$ cat config.mk
export PLATFORM = sky130hd
export DESIGN_NAME = tmie_step
export DESIGN_NICKNAME = d
export VERILOG_FILES = /design/src/design/tmie_pkg.sv /design/src/design/tmie_step.sv
export SDC_FILE = /design/constraint.sdc
export NUM_CORES = 1
export LEC_CHECK = 0
export ABC_AREA = 0
export BUFFER_PORTS_ARGS = -buffer_cell sky130_fd_sc_hd__buf_4
export CAP_MARGIN = 20
export CORE_MARGIN = 5
export CORE_UTILIZATION = 53
export DETAILED_ROUTE_END_ITERATION = 6
export PLACE_DENSITY_LB_ADDON = 0.3
export SKIP_LAST_GASP = 1
export SYNTH_ARGS = -nofsm -noshare
export SYNTH_HDL_FRONTEND = slang
export SYNTH_SLANG_ARGS = --single-unit
export TNS_END_PERCENT = 5
$ cat constraint.sdc
create_clock -name vclk -period 12.9
set_input_delay 2.58 -clock vclk [all_inputs]
set_output_delay 2.58 -clock vclk [all_outputs]
set_load 0.03 [all_outputs]
$ cat src/design/tmie_pkg.sv
`timescale 1ns / 1ps
// ----------------------------------------------------------------------------
// Tape machine instruction executor package
// Sizes, command codes and the record types shared by the executor modules.
// ----------------------------------------------------------------------------
package tmie_pkg;

  localparam int TAPE_DEPTH = 32768;
  localparam int TAPE_AW    = $clog2(TAPE_DEPTH);
  localparam int STK_DEPTH  = 64;
  localparam int STK_AW     = $clog2(STK_DEPTH);
  localparam int LVL_W      = STK_AW + 1;
  localparam int ADDR_W     = 16;
  localparam int SKIP_W     = 16;

  localparam logic [TAPE_AW-1:0] TAPE_LAST_RST = TAPE_AW'(29999);
  localparam logic [SKIP_W-1:0]  SKIP_MAX      = '1;

  localparam logic [7:0] CMD_INC   = 8'h2B;
  localparam logic [7:0] CMD_DEC   = 8'h2D;
  localparam logic [7:0] CMD_RIGHT = 8'h3E;
  localparam logic [7:0] CMD_LEFT  = 8'h3C;
  localparam logic [7:0] CMD_OUT   = 8'h2E;
  localparam logic [7:0] CMD_IN    = 8'h2C;
  localparam logic [7:0] CMD_OPEN  = 8'h5B;
  localparam logic [7:0] CMD_CLOSE = 8'h5D;

  typedef struct packed {
    logic [TAPE_AW-1:0] ptr;
    logic [ADDR_W-1:0]  pc;
    logic [LVL_W-1:0]   lvl;
    logic [SKIP_W-1:0]  skip;
    logic               stopped;
  } arch_state_t;

  typedef struct packed {
    logic               tape_we;
    logic [TAPE_AW-1:0] tape_waddr;
    logic [7:0]         tape_wdata;
    logic               stk_we;
    logic [STK_AW-1:0]  stk_waddr;
    logic [ADDR_W-1:0]  stk_wdata;
  } mem_wr_t;

  typedef struct packed {
    logic [ADDR_W-1:0] next_address;
    logic              out_valid;
    logic [7:0]        out_byte;
    logic              input_taken;
    logic              halted;
    logic              stack_overflow;
  } result_t;

endpackage

$ cat src/design/tmie_step.sv
`timescale 1ns / 1ps
// ----------------------------------------------------------------------------
// Tape machine instruction step
// Decodes one program byte against the current machine state and the cell
// value, and produces the next state, the memory writes and the result word.
// ----------------------------------------------------------------------------
module tmie_step (
  input  tmie_pkg::arch_state_t          cur_i,
  input  logic [7:0]                     command_i,
  input  logic                           at_end_i,
  input  logic [7:0]                     in_byte_i,
  input  logic [7:0]                     cell_i,
  input  logic [tmie_pkg::ADDR_W-1:0]    stk_top_i,
  input  logic [tmie_pkg::TAPE_AW-1:0]   tape_last_i,
  output tmie_pkg::arch_state_t          nxt_o,
  output tmie_pkg::mem_wr_t              wr_o,
  output tmie_pkg::result_t              res_o
);
  import tmie_pkg::*;

  logic [ADDR_W-1:0]  np;
  logic [TAPE_AW:0]   ptr_n;
  logic               stop;
  logic               ov;
  logic               it;
  logic               so;
  logic [7:0]         ob;

  always_comb begin
    nxt_o = cur_i;
    wr_o  = '0;
    np    = cur_i.pc + ADDR_W'(1);
    ptr_n = {1'b0, cur_i.ptr};
    stop  = cur_i.stopped;
    ov    = 1'b0;
    it    = 1'b0;
    so    = 1'b0;
    ob    = 8'd0;
    wr_o.tape_waddr = cur_i.ptr;
    wr_o.stk_waddr  = cur_i.lvl[STK_AW-1:0];
    wr_o.stk_wdata  = np;
    if (cur_i.stopped || at_end_i) begin
      stop = 1'b1;
    end else if (cur_i.skip != '0) begin
      case (command_i)
        CMD_OPEN: begin
          if (cur_i.skip != SKIP_MAX) nxt_o.skip = cur_i.skip + SKIP_W'(1);
        end
        CMD_CLOSE: nxt_o.skip = cur_i.skip - SKIP_W'(1);
        default: ;
      endcase
      nxt_o.pc = np;
    end else begin
      case (command_i)
        CMD_INC: begin
          wr_o.tape_we    = 1'b1;
          wr_o.tape_wdata = cell_i + 8'd1;
        end
        CMD_DEC: begin
          wr_o.tape_we    = 1'b1;
          wr_o.tape_wdata = cell_i - 8'd1;
        end
        CMD_RIGHT: ptr_n = {1'b0, cur_i.ptr} + (TAPE_AW+1)'(1);
        CMD_LEFT: begin
          if (cur_i.ptr == '0) ptr_n = {1'b0, tape_last_i};
          else ptr_n = {1'b0, cur_i.ptr} - (TAPE_AW+1)'(1);
        end
        CMD_OUT: begin
          ov = 1'b1;
          ob = cell_i;
        end
        CMD_IN: begin
          wr_o.tape_we    = 1'b1;
          wr_o.tape_wdata = in_byte_i;
          it              = 1'b1;
        end
        CMD_OPEN: begin
          if (cell_i == 8'd0) begin
            nxt_o.skip = SKIP_W'(1);
          end else if (cur_i.lvl >= LVL_W'(STK_DEPTH)) begin
            so   = 1'b1;
            stop = 1'b1;
          end else begin
            wr_o.stk_we = 1'b1;
            nxt_o.lvl   = cur_i.lvl + LVL_W'(1);
          end
        end
        CMD_CLOSE: begin
          if (cur_i.lvl == '0) begin
            if (cell_i == 8'd0) stop = 1'b1;
            else np = '0;
          end else if (cell_i != 8'd0) begin
            np = stk_top_i;
          end else begin
            nxt_o.lvl = cur_i.lvl - LVL_W'(1);
          end
        end
        default: ;
      endcase
      if (ptr_n > {1'b0, tape_last_i}) ptr_n = '0;
      nxt_o.ptr = ptr_n[TAPE_AW-1:0];
      if (!stop) nxt_o.pc = np;
    end
    nxt_o.stopped = stop;
    res_o.next_address   = nxt_o.pc;
    res_o.out_valid      = ov;
    res_o.out_byte       = ob;
    res_o.input_taken    = it;
    res_o.halted         = stop;
    res_o.stack_overflow = so;
  end

endmodule

# Word-level counts from Yosys, hierarchy flattened

Cells that the tools add are included.

Register bits: 0
Input bits: 111
Output and inout bits: 130
Word-level logic and storage cells: 83

Add/sub/neg operators: 9
Magnitude comparators: 2
Equality and inequality tests: 9
Muxes and demuxes: 56
Reductions and logical operators: 7

Operator list:

| operator                                                              | number |
|---|---|
| 16-bit 2-to-1 mux                                                     | 13 |
| 16-bit case mux with 2 select lines                                   | 2 |
| 54-bit 2-to-1 mux                                                     | 1 |
| 8-bit by 6-bit == test with 1-bit output (second input constant)      | 6 |
| 7-bit 2-to-1 mux                                                      | 5 |
| 16-bit by 1-bit adder with 16-bit output (second input constant)      | 2 |
| 15-bit 2-to-1 mux                                                     | 2 |
| 1-bit 2-to-1 mux                                                      | 25 |
| 8-bit 2-to-1 mux                                                      | 3 |
| 8-bit case mux with 3 select lines                                    | 1 |
| 9-bit 2-to-1 mux                                                      | 2 |
| 15-bit by 1-bit adder with 16-bit output (second input constant)      | 1 |
| 8-bit by 7-bit == test with 1-bit output (second input constant)      | 2 |
| 16-bit by 15-bit > comparator with 1-bit output                       | 1 |
| 16-bit inequality test (second input constant)                        | 1 |
| 16-bit nonzero test                                                   | 1 |
| 15-bit by 1-bit subtractor with 16-bit output (second input constant) | 1 |
| 16-bit by 1-bit subtractor with 16-bit output (second input constant) | 1 |
| 15-bit logical NOT                                                    | 1 |
| 7-bit case mux with 2 select lines                                    | 1 |
| 8-bit by 1-bit adder with 8-bit output (second input constant)        | 1 |
| 8-bit logical NOT                                                     | 1 |
| 8-bit nonzero test                                                    | 1 |
| 8-bit by 1-bit subtractor with 8-bit output (second input constant)   | 1 |
| other kinds (7)                                                       | 7 |

# Longest topological paths before layout

Gate-level depths: netlist (run 1).

Word-level depth: 9
Depth in mapped cells: 18
Mapped depth without buffers: 15

# Least setup slack after synthesis (run 1)

No wires, ideal clock.

Path kind: input-to-output
From: input cur_i[40] (netlist name)
To: output nxt_o[45] (netlist name)
Arrival: 6.622 ns
Data required time: 10.320 ns
Slack: 3.698 ns
Cell stages on the path: 17
Path buffers: 2
Path through: clkbuf_1 inv_1 ha_1 nor4b_4 nand4_2 buf_2 nor2_1 a21oi_1 a221oi_1 inv_1 ha_1 nand4_1 or2_1 o32a_1 a222oi_1 nand2_1 o32ai_1

RTL lines:

| item               | line            | source |
|---|---|---|
| start: declaration | tmie_step.sv:8  | `input tmie_pkg::arch_state_t cur_i,` |
| end: declaration   | tmie_step.sv:15 | `output tmie_pkg::arch_state_t nxt_o,` |

==> metrics.txt, run 1 <==
final hold viol count=0; Post-layout nets=1049; PortBufs=241; critical path class=primary input to output pin; antenna viol nets, final=0; Detailed Route WL=19200 um; starting DRC count in detailed routing=583; Layout area overhead=28.9%; # clk buffers=0; sequential cell count=0; share of cells above drive strength 1=0.318; Pre-Repair DR Iteration Count=6; Synth Cell Area=4840 um2; # fillers=773; gp weighted congestion=1.02; post-DP HPWL=15400 um; synth unique cells=91; Total GRT Usage=0.311; Post-CTS Hold Buffers=0; commonest non-fill, non-tap cell in the layout=buf_4; core area=8810 um2; Post-Place Worst Slack=2.84 ns; io pins=241; DR WL/cell=18.9 um; Worst path slowest cell=nand2_1; initial core utilization=0.550; Site Rows=34; Syn Area/Cell=6.41 um2; Post-CTS Setup Bufs=0; Final Non-Filler Cells=1015; first-pass GRT wire length=29900 um; Multi-input gate area=4060 um2; Clk pwr share=0; Fmax=97.7 MHz; Sequential Power Share=0; Lkg Pwr=2.72 nW; Max Transition Viols Final=0; Worst Max-Slew Pin Slew=1.05 ns; Sum Neg Setup Slack=0 ns; area share of the largest cell type after synthesis=0.0723; CP top delay family=simple AND/OR/NAND/NOR gates; CP arrival=7.65 ns; final setup margin=2.67 ns; Psw=129 uW; RSZ-0062 raised after global routing=false; initial antenna violation count=0; CP peak stage delay=0.55 ns; most frequent cells in the layout=245 x buf_4, 61 x nand2_1, 57 x a21oi_1; critical path cell sequence=buf_4 > inv_1 > ha_1 > nor4b_4 > nand4_2 > inv_1 > a211oi_1 > a211oi_1 > inv_1 > ha_1 > nand4_1 > or2_1 > o32a_1 > a222oi_1 > nand2_1 > o31ai_1 > buf_4; DIE AREA=11200 um2; Syn Inst Count=756; via count=6517; Critical Path RT=10.32 ns; Rel. slew slack=0.297; CP startpoint kind=primary input; Power Internal=80.2 uW; outcome=complete, no violations; WP buf/inv=5; Synthesis Warnings=0; HP Class=primary input to output pin; worst vdd ir=0.0231 mV; Max-cap violations=0; Most common cell on crit path=inv_1; PostCTS Resize Cnt=0; synth top area cells=ha_1 7.2%, buf_4 6.8%, a21oi_1 5.9%; PwrDens=33.4 nW/um2; final setup vio count=0; Die Ht=106 um; remaining global-route overflow=0; Inst Count DP=1015; CP max FO=16; min Tclk post-route=10.23 ns; largest net degree at the start of global routing=49; Ant. Diodes=0; Final Cycle Share=0.793; Tot Pwr=209 uW; Synthesized Nets=896; vias in the first global route=5977; Comb pwr share=1.000; Sw Ratio=0.616; Via density=6.42; Worst setup EP type=output pin; leading area contributor after synthesis=ha_1; Sequential cell area=0 um2; hold slack=5.44 ns; sequential share of the synthesized area=0; Die W=106 um; DRC Markers=0
[routing by layer]
layer,vias up,routed length [um],share of wire,GRT usage
met3,53,2140,0.11,0.0434
li1,3080,-,-,-
met5,-,0,0,0
met1,2961,7460,0.39,0.417
met2,423,9020,0.47,0.527
met4,0,547,0.029,0.0759
[final cells by class]
type / count / area share
repair buffers: 245 / 0.295
multi-input cells: 607 / 0.651
inverters: 55 / 0.0331
well taps: 108 / 0.0216
[logic make-up after synthesis]
group / synth area share
AOI/OAI and AO/OA: 0.329
xor gates and xnor gates: 0.0488
adders and majority gates: 0.0765
buffers and inverters: 0.161
muxes: 0.00878
and+or+nand+nor: 0.376
[power groups by stage]
stage	Sequential [mW]	Combinational, mW	Clock (mW)
detailed placement	0	0.206	0
global placement	0	0.203	0
finish	0	0.209	0
floorplan	0	0.130	0
global route	0	0.222	0
CTS	0	0.206	0
[cell usage after synthesis, drive strengths merged (17+ instances only)]
cell type	count
ha	28
o31ai	19
nor2	48
nand3	53
a21oi	58
o21ai	40
nor4	18
inv	55
and2	17
nor3	32
buf	69
nand4	20
nand2	62
clkbuf	25
[path summary, 6_finish.rpt]
kind	slack (ns)	to	start	depth (start not counted)
setup / recovery	2.67	nxt_o[44]	cur_i[41]	17
hold / removal	5.44	wr_o[21]	cur_i[22]	2
[metrics by stage]
stage	instance area, um2	utilization
final	6240	0.709
after global routing	6240	0.709
after CTS	6240	0.709
after detailed placement	6240	0.709
after global placement	6240	0.709
after floorplan	4840	-
Note: power is estimated with default switching activity, not from simulation.
==> run 2, diff against run 1 <==
--- a/config.mk
+++ b/config.mk
@@ -9,7 +9,7 @@
 export BUFFER_PORTS_ARGS = -buffer_cell sky130_fd_sc_hd__buf_4
 export CAP_MARGIN = 20
 export CORE_MARGIN = 5
-export CORE_UTILIZATION = 53
+export CORE_UTILIZATION = 49
 export DETAILED_ROUTE_END_ITERATION = 6
 export PLACE_DENSITY_LB_ADDON = 0.3
 export SKIP_LAST_GASP = 1
==> constraint.sdc (replaced) <==
create_clock -name vclk -period 9.9
set_input_delay 1.98 -clock vclk [all_inputs]
set_output_delay 1.98 -clock vclk [all_outputs]
set_load 0.03 [all_outputs]
==> run 2 against run 1 <==
  * Worst hold slack got worse by 1.2 ns
  * Design area increased by 0.38%
  * Utilization decreased by 6.5 points
  * Global-route usage decreased by 2.3 points
  * Via count decreased by 1.9%
  * Critical path type unchanged
  * Critical endpoint is now nxt_o[45]
  * Highest routed layer unchanged
==> metrics.txt, run 2 (synthesized netlist as in run 1, its figures left out) <==
Lkg Pwr=2.71 nW (-0.20%); Post-CTS Hold Buffers=0 (unchanged); most frequent cells in the layout=244 x buf_4, 61 x nand2_1, 57 x a21oi_1; Die W=109 um (+3.6%); Layout area overhead=29.4%; commonest non-fill, non-tap cell in the layout=buf_4; Sum Neg Setup Slack=0 ns (unchanged); Die Ht=109 um (+3.6%); critical path class=primary input to output pin; final instance area=6270 um2 (+0.38%); Sequential cell area=0 um2 (unchanged); final setup vio count=0 (unchanged); worst vdd ir=0.0298 mV (+29%); Post-DP Area=6270 um2 (+0.38%); gp weighted congestion=0.933 (-8.3%); via count=6390 (-1.9%); vias in the first global route=5603 (-6.3%); HP Class=primary input to output pin; core area=9730 um2 (+10%); PwrDens=43.3 nW/um2 (+29%); Ant. Diodes=0 (unchanged); critical path cell sequence=buf_4 > inv_1 > ha_1 > nor4b_4 > nand4_2 > inv_1 > a211oi_1 > a211oi_1 > inv_1 > ha_1 > nand4_1 > or2_1 > o32a_1 > a222oi_1 > nand2_1 > o32ai_1 > buf_4; DR WL/cell=18.3 um (-3.1%); Worst path slowest cell=nand2_1; Post-layout nets=1048 (-0.095%); starting DRC count in detailed routing=586 (+0.51%); antenna viol nets, final=0 (unchanged); # clk buffers=0 (unchanged); Final Cycle Share=0.908; Site Rows=36 (+5.9%); CP arrival=7.01 ns (-0.64 ns); CP max FO=16 (unchanged); Final Util=0.644 (-0.0649); CP startpoint kind=primary input; Max Transition Viols Final=0 (unchanged); largest net degree at the start of global routing=49 (unchanged); Worst Max-Slew Pin Slew=1.07 ns (+0.0164 ns); io pins=241 (unchanged); DRC Markers=0 (unchanged); Via density=6.15 (-4.2%); sequential cell count=0 (unchanged); Critical Path RT=7.92 ns (-2.40 ns); initial antenna violation count=0 (unchanged); initial core utilization=0.498 (-0.0522); RSZ-0062 raised after global routing=false; post-DP HPWL=15300 um (-0.21%); PostCTS Resize Cnt=0 (unchanged); Post-CTS Setup Bufs=0 (unchanged); Rel. slew slack=0.283 (-0.0138); share of cells above drive strength 1=0.317 (-0.000753); CP peak stage delay=0.55 ns (about the same); Detailed Route WL=19000 um (-0.77%); remaining global-route overflow=0 (unchanged); DIE AREA=12000 um2 (+7.4%); Total GRT Usage=0.288 (-0.0228); Most common cell on crit path=inv_1; Max-cap violations=0 (unchanged); # fillers=973 (+26%); Fmax=111 MHz; first-pass GRT wire length=28500 um (-4.5%); outcome=complete, no violations; Pre-Repair DR Iteration Count=7 (+1); final hold viol count=0 (unchanged); hold slack=4.23 ns (-1.21 ns); min Tclk post-route=8.99 ns; Worst setup EP type=output pin; PortBufs=241 (unchanged)
-- run 2: cell types whose count changed in the layout (fill, tap and decap cells not counted), sizes merged --
cell and change:
buf -1
-- run 2: where the power goes --
group / total (mW) / internal (mW) / switching, mW
clock network: 0 / 0 / 0
registers: 0 / 0 / 0
logic: 0.271 / 0.105 / 0.167
total: 0.271 / 0.105 / 0.167
-- run 2: metrics by stage --
step / setup WS [ns] / cells / total power, mW
final: 0.907 / 1039 / 0.271
after global routing: 0.519 / 1039 / 0.290
after CTS: 1.02 / 1039 / 0.269
after detailed placement: 1.02 / 1039 / 0.268
after global placement: 1.23 / 1039 / 0.267
after floorplan: 1.90 / 756 / 0.169
-- run 2: final timing paths --
check | slack (ns) | from | cells past startpoint | endpoint
setup / recovery | 0.91 | cur_i[41] | 17 | nxt_o[45]
hold / removal | 4.23 | cur_i[22] | 2 | wr_o[21]
-- run 2: cell type report --
class	instances	area, um2	share of cell area
repair buffers	244	1830	0.292
multi-input cells	607	4060	0.648
well taps	133	166	0.0265
inverters	55	206	0.0329
-- run 2: per-layer routing --
layer	global-route usage	wire length, um	vias up
li1	-	-	3082
met1	0.409	7930	2922
met2	0.467	8690	352
met3	0.0329	1950	34
met4	0.0623	455	0
met5	0	0	-
-- run 2: worst max-delay path: cells and delay by family --
family,cells,cell delay [ns]
and+or+nand+nor,5,1.97
buffers and inverters,5,0.87
adders and majority gates,2,0.54
AOI/OAI and AO/OA,5,1.65
==> run 3, diff against run 2 <==
--- a/config.mk
+++ b/config.mk
@@ -5,12 +5,13 @@
 export SDC_FILE = /design/constraint.sdc
 export NUM_CORES = 1
 export LEC_CHECK = 0
-export ABC_AREA = 0
+export ABC_AREA = 1
 export BUFFER_PORTS_ARGS = -buffer_cell sky130_fd_sc_hd__buf_4
 export CAP_MARGIN = 20
 export CORE_MARGIN = 5
-export CORE_UTILIZATION = 49
+export CORE_UTILIZATION = 51
 export DETAILED_ROUTE_END_ITERATION = 6
+export MAX_ROUTING_LAYER = met4
 export PLACE_DENSITY_LB_ADDON = 0.3
 export SKIP_LAST_GASP = 1
 export SYNTH_ARGS = -nofsm -noshare
==> run 3 against run 2 <==
  * Critical path depth grew 2
  * Clock-buffer cell count unchanged
  * Sequential cell count did not move
  * Wire length is 11% higher
  * Total power rose by 3.8%
  * Via count up 20%
  * Die area increased by 8.0%
  * Utilization up 2.7 points
  * Synthesized cell count increased by 39%
  * Global-route usage up 1.8 points
  * Largest power group unchanged
  * Final cell count rose by 31%
  * Combinational power up 4%
  * Largest cell class unchanged
==> metrics.txt, run 3 <==
Post-layout nets=1367 (+30%); hold depth=2 (unchanged); DIE AREA=12900 um2 (+8.0%); post-DP HPWL=17100 um (+12%); Post-CTS Hold Buffers=0 (unchanged); worst vdd ir=0.0396 mV (+33%); RSZ-0062 raised after global routing=false; DRC Markers=0 (unchanged); io pins=241 (unchanged); CP startpoint kind=primary input; Layout area overhead=27.5%; Total GRT Usage=0.306 (+0.0177); Synthesis Warnings=0 (unchanged); core area=10400 um2 (+7.1%); Sequential cell area=0 um2 (unchanged); Power Internal=104 uW (-0.46%); Site Rows=37 (+2.8%); critical path class=primary input to output pin; CP arrival=5.57 ns (-1.44 ns); share of cells above drive strength 1=0.256 (-0.0613); sequential cell count=0 (unchanged); via count=7686 (+20%); first-pass GRT wire length=32800 um (+15%); Synthesized Nets=1192 (+33%); Via density=5.65 (-8.2%); Worst Max-Slew Pin Slew=0.859 ns (-0.208 ns); hold endpoint=wr_o[21]; most frequent cells in the layout=281 x nand2_1, 244 x buf_4, 141 x inv_1; min Tclk post-route=7.55 ns (-1.44 ns); met1 GRT Util=0.379 (-0.0296); Detailed Route WL=21100 um (+11%); CP max FO=17 (+1); M3 GR Usage=0.0318 (-0.00105); # fillers=1030 (+5.9%); synth top area cells=nand2_1 19%, nand3_1 10%, inv_1 9.6%; outcome=complete, no violations; remaining global-route overflow=0 (unchanged); vias in the first global route=6920 (+24%); commonest non-fill, non-tap cell in the layout=nand2_1; Syn Area/Cell=5.22 um2 (-19%); DR WL/cell=15.5 um (-15%); PwrDens=40.2 nW/um2 (-7.0%); Rel. slew slack=0.425 (+0.142); Max Transition Viols Final=0 (unchanged); leading area contributor after synthesis=nand2_1; most used routing layer=met2; final setup margin=2.35 ns (+1.44 ns); Die Ht=114 um (+3.9%); sequential share of the synthesized area=0 (unchanged); initial core utilization=0.527 (+0.0289); antenna viol nets, final=0 (unchanged); Sequential Power Share=0 (unchanged); HP Class=primary input to output pin; PostCTS Resize Cnt=0 (unchanged); largest net degree at the start of global routing=33 (-33%); gp weighted congestion=0.979 (+4.9%); initial antenna violation count=0 (unchanged); Clk pwr share=0 (unchanged); area share of the largest cell type after synthesis=0.192 (+0.120); starting DRC count in detailed routing=837 (+43%); Ant. Diodes=0 (unchanged); Comb pwr share=1.000 (about the same); min-delay src=cur_i[22]; Post-CTS Setup Bufs=0 (unchanged); Pre-Repair DR Iteration Count=7 (unchanged); Lkg Pwr=3.75 nW (+38%); Final Util=0.672 (+0.0273); Fmax=132 MHz (+19%); most common library cells after synthesis=281 x nand2_1, 141 x inv_1, 115 x nand3_1, 114 x nor2_1, 71 x o21ai_0; final hold viol count=0 (unchanged); Critical Path RT=7.92 ns (about the same); Die W=114 um (+3.9%); synth unique cells=53 (-42%); Worst setup EP type=output pin; Synth Cell Area=5490 um2 (+13%); # clk buffers=0 (unchanged); Post-Place Worst Slack=2.43 ns (+1.41 ns); Syn Inst Count=1052 (+39%); Final Cycle Share=0.763 (-0.146); Max-cap violations=0 (unchanged); most common cell in the netlist=nand2_1; Sw Ratio=0.630 (+0.0156); Sum Neg Setup Slack=0 ns (unchanged); PortBufs=241 (unchanged); Tot Pwr=282 uW (+3.8%); Psw=178 uW (+6.4%); GR Util met2=0.525 (+0.0580); final setup vio count=0 (unchanged)
[run 3: changes by cell type in the layout (fill, tap and decap cells not counted), moves of 16 or more]
cell,previous run,this run
nand2_1,61,281
inv_1,54,141
nor2_1,45,113
nand3_1,52,115
o21ai_0,31,71
a21oi_1,57,40
and3_1,16,0
xor2_1,11,27
[run 3: routing by layer]
| layer | share of wire | up-vias | routed length, um |
|---|---|---|---|
| li1 | - | 3756 | - |
| met1 | 0.40 | 3433 | 8360 |
| met2 | 0.48 | 452 | 10100 |
| met3 | 0.099 | 45 | 2080 |
| met4 | 0.025 | 0 | 518 |
| met5 | 0 | - | 0 |
[run 3: worst max-delay path by stage]
| stage | cells after the start | slack [ns] | endpoint | from |
|---|---|---|---|---|
| after floorplan | 22 | 3.47 | nxt_o[44] | cur_i[41] |
| after global placement | 19 | 2.62 | nxt_o[51] | command_i[6] |
| after detailed placement | 19 | 2.43 | nxt_o[52] | command_i[6] |
| after CTS | 19 | 2.41 | nxt_o[52] | command_i[6] |
| after global routing | 19 | 2.03 | nxt_o[48] | command_i[6] |
| final | 19 | 2.35 | nxt_o[50] | command_i[6] |
[run 3: metrics by stage]
| stage | cell area [um2] | cells | hold WS, ns |
|---|---|---|---|
| floorplan | 5490 | 1052 | 4.08 |
| global placement | 7000 | 1361 | 4.21 |
| detailed placement | 7000 | 1361 | 4.21 |
| CTS | 7000 | 1361 | 4.21 |
| global route | 7000 | 1361 | 4.22 |
| finish | 7000 | 1361 | 4.21 |
[run 3: cells by family (layout without fill, tap and decap cells)]
kind of cell             count (synthesis)  after routing  share of synthesized area
AO/OA/AOI/OAI                          166            166                      0.179
XOR/XNOR                                28             28                     0.0447
adder cells (fa/ha/maj)                 29             29                     0.0675
buffers and inverters                  225            398                      0.197
AND/OR/NAND/NOR                        604            604                      0.512
[run 3: worst max-delay path: stages]
cell,delay (ns)
buf_4,0.12
nor2_1,0.13
nand3_1,0.13
nor2_2,0.63
nor2_1,0.42
inv_2,0.31
o21ai_0,0.12
a31oi_1,0.20
inv_1,0.06
ha_1,0.29
a21oi_1,0.18
o21a_1,0.13
o221ai_1,0.11
nand2_1,0.09
nand2_1,0.06
nand2_2,0.27
nand2_1,0.11
nand2_1,0.07
buf_4,0.16
[run 3: layout make-up]
type | instances | area (um2) | area share
multi-input combinational | 827 | 4410 | 0.630
timing repair buffer | 244 | 1830 | 0.262
inverter | 154 | 587 | 0.0839
tap | 136 | 170 | 0.0243
[run 3: power groups by stage]
| stage | logic (mW) | registers (mW) | clock network, mW |
|---|---|---|---|
| global placement | 0.276 | 0 | 0 |
| floorplan | 0.178 | 0 | 0 |
| global route | 0.303 | 0 | 0 |
| detailed placement | 0.279 | 0 | 0 |
| CTS | 0.280 | 0 | 0 |
| finish | 0.282 | 0 | 0 |
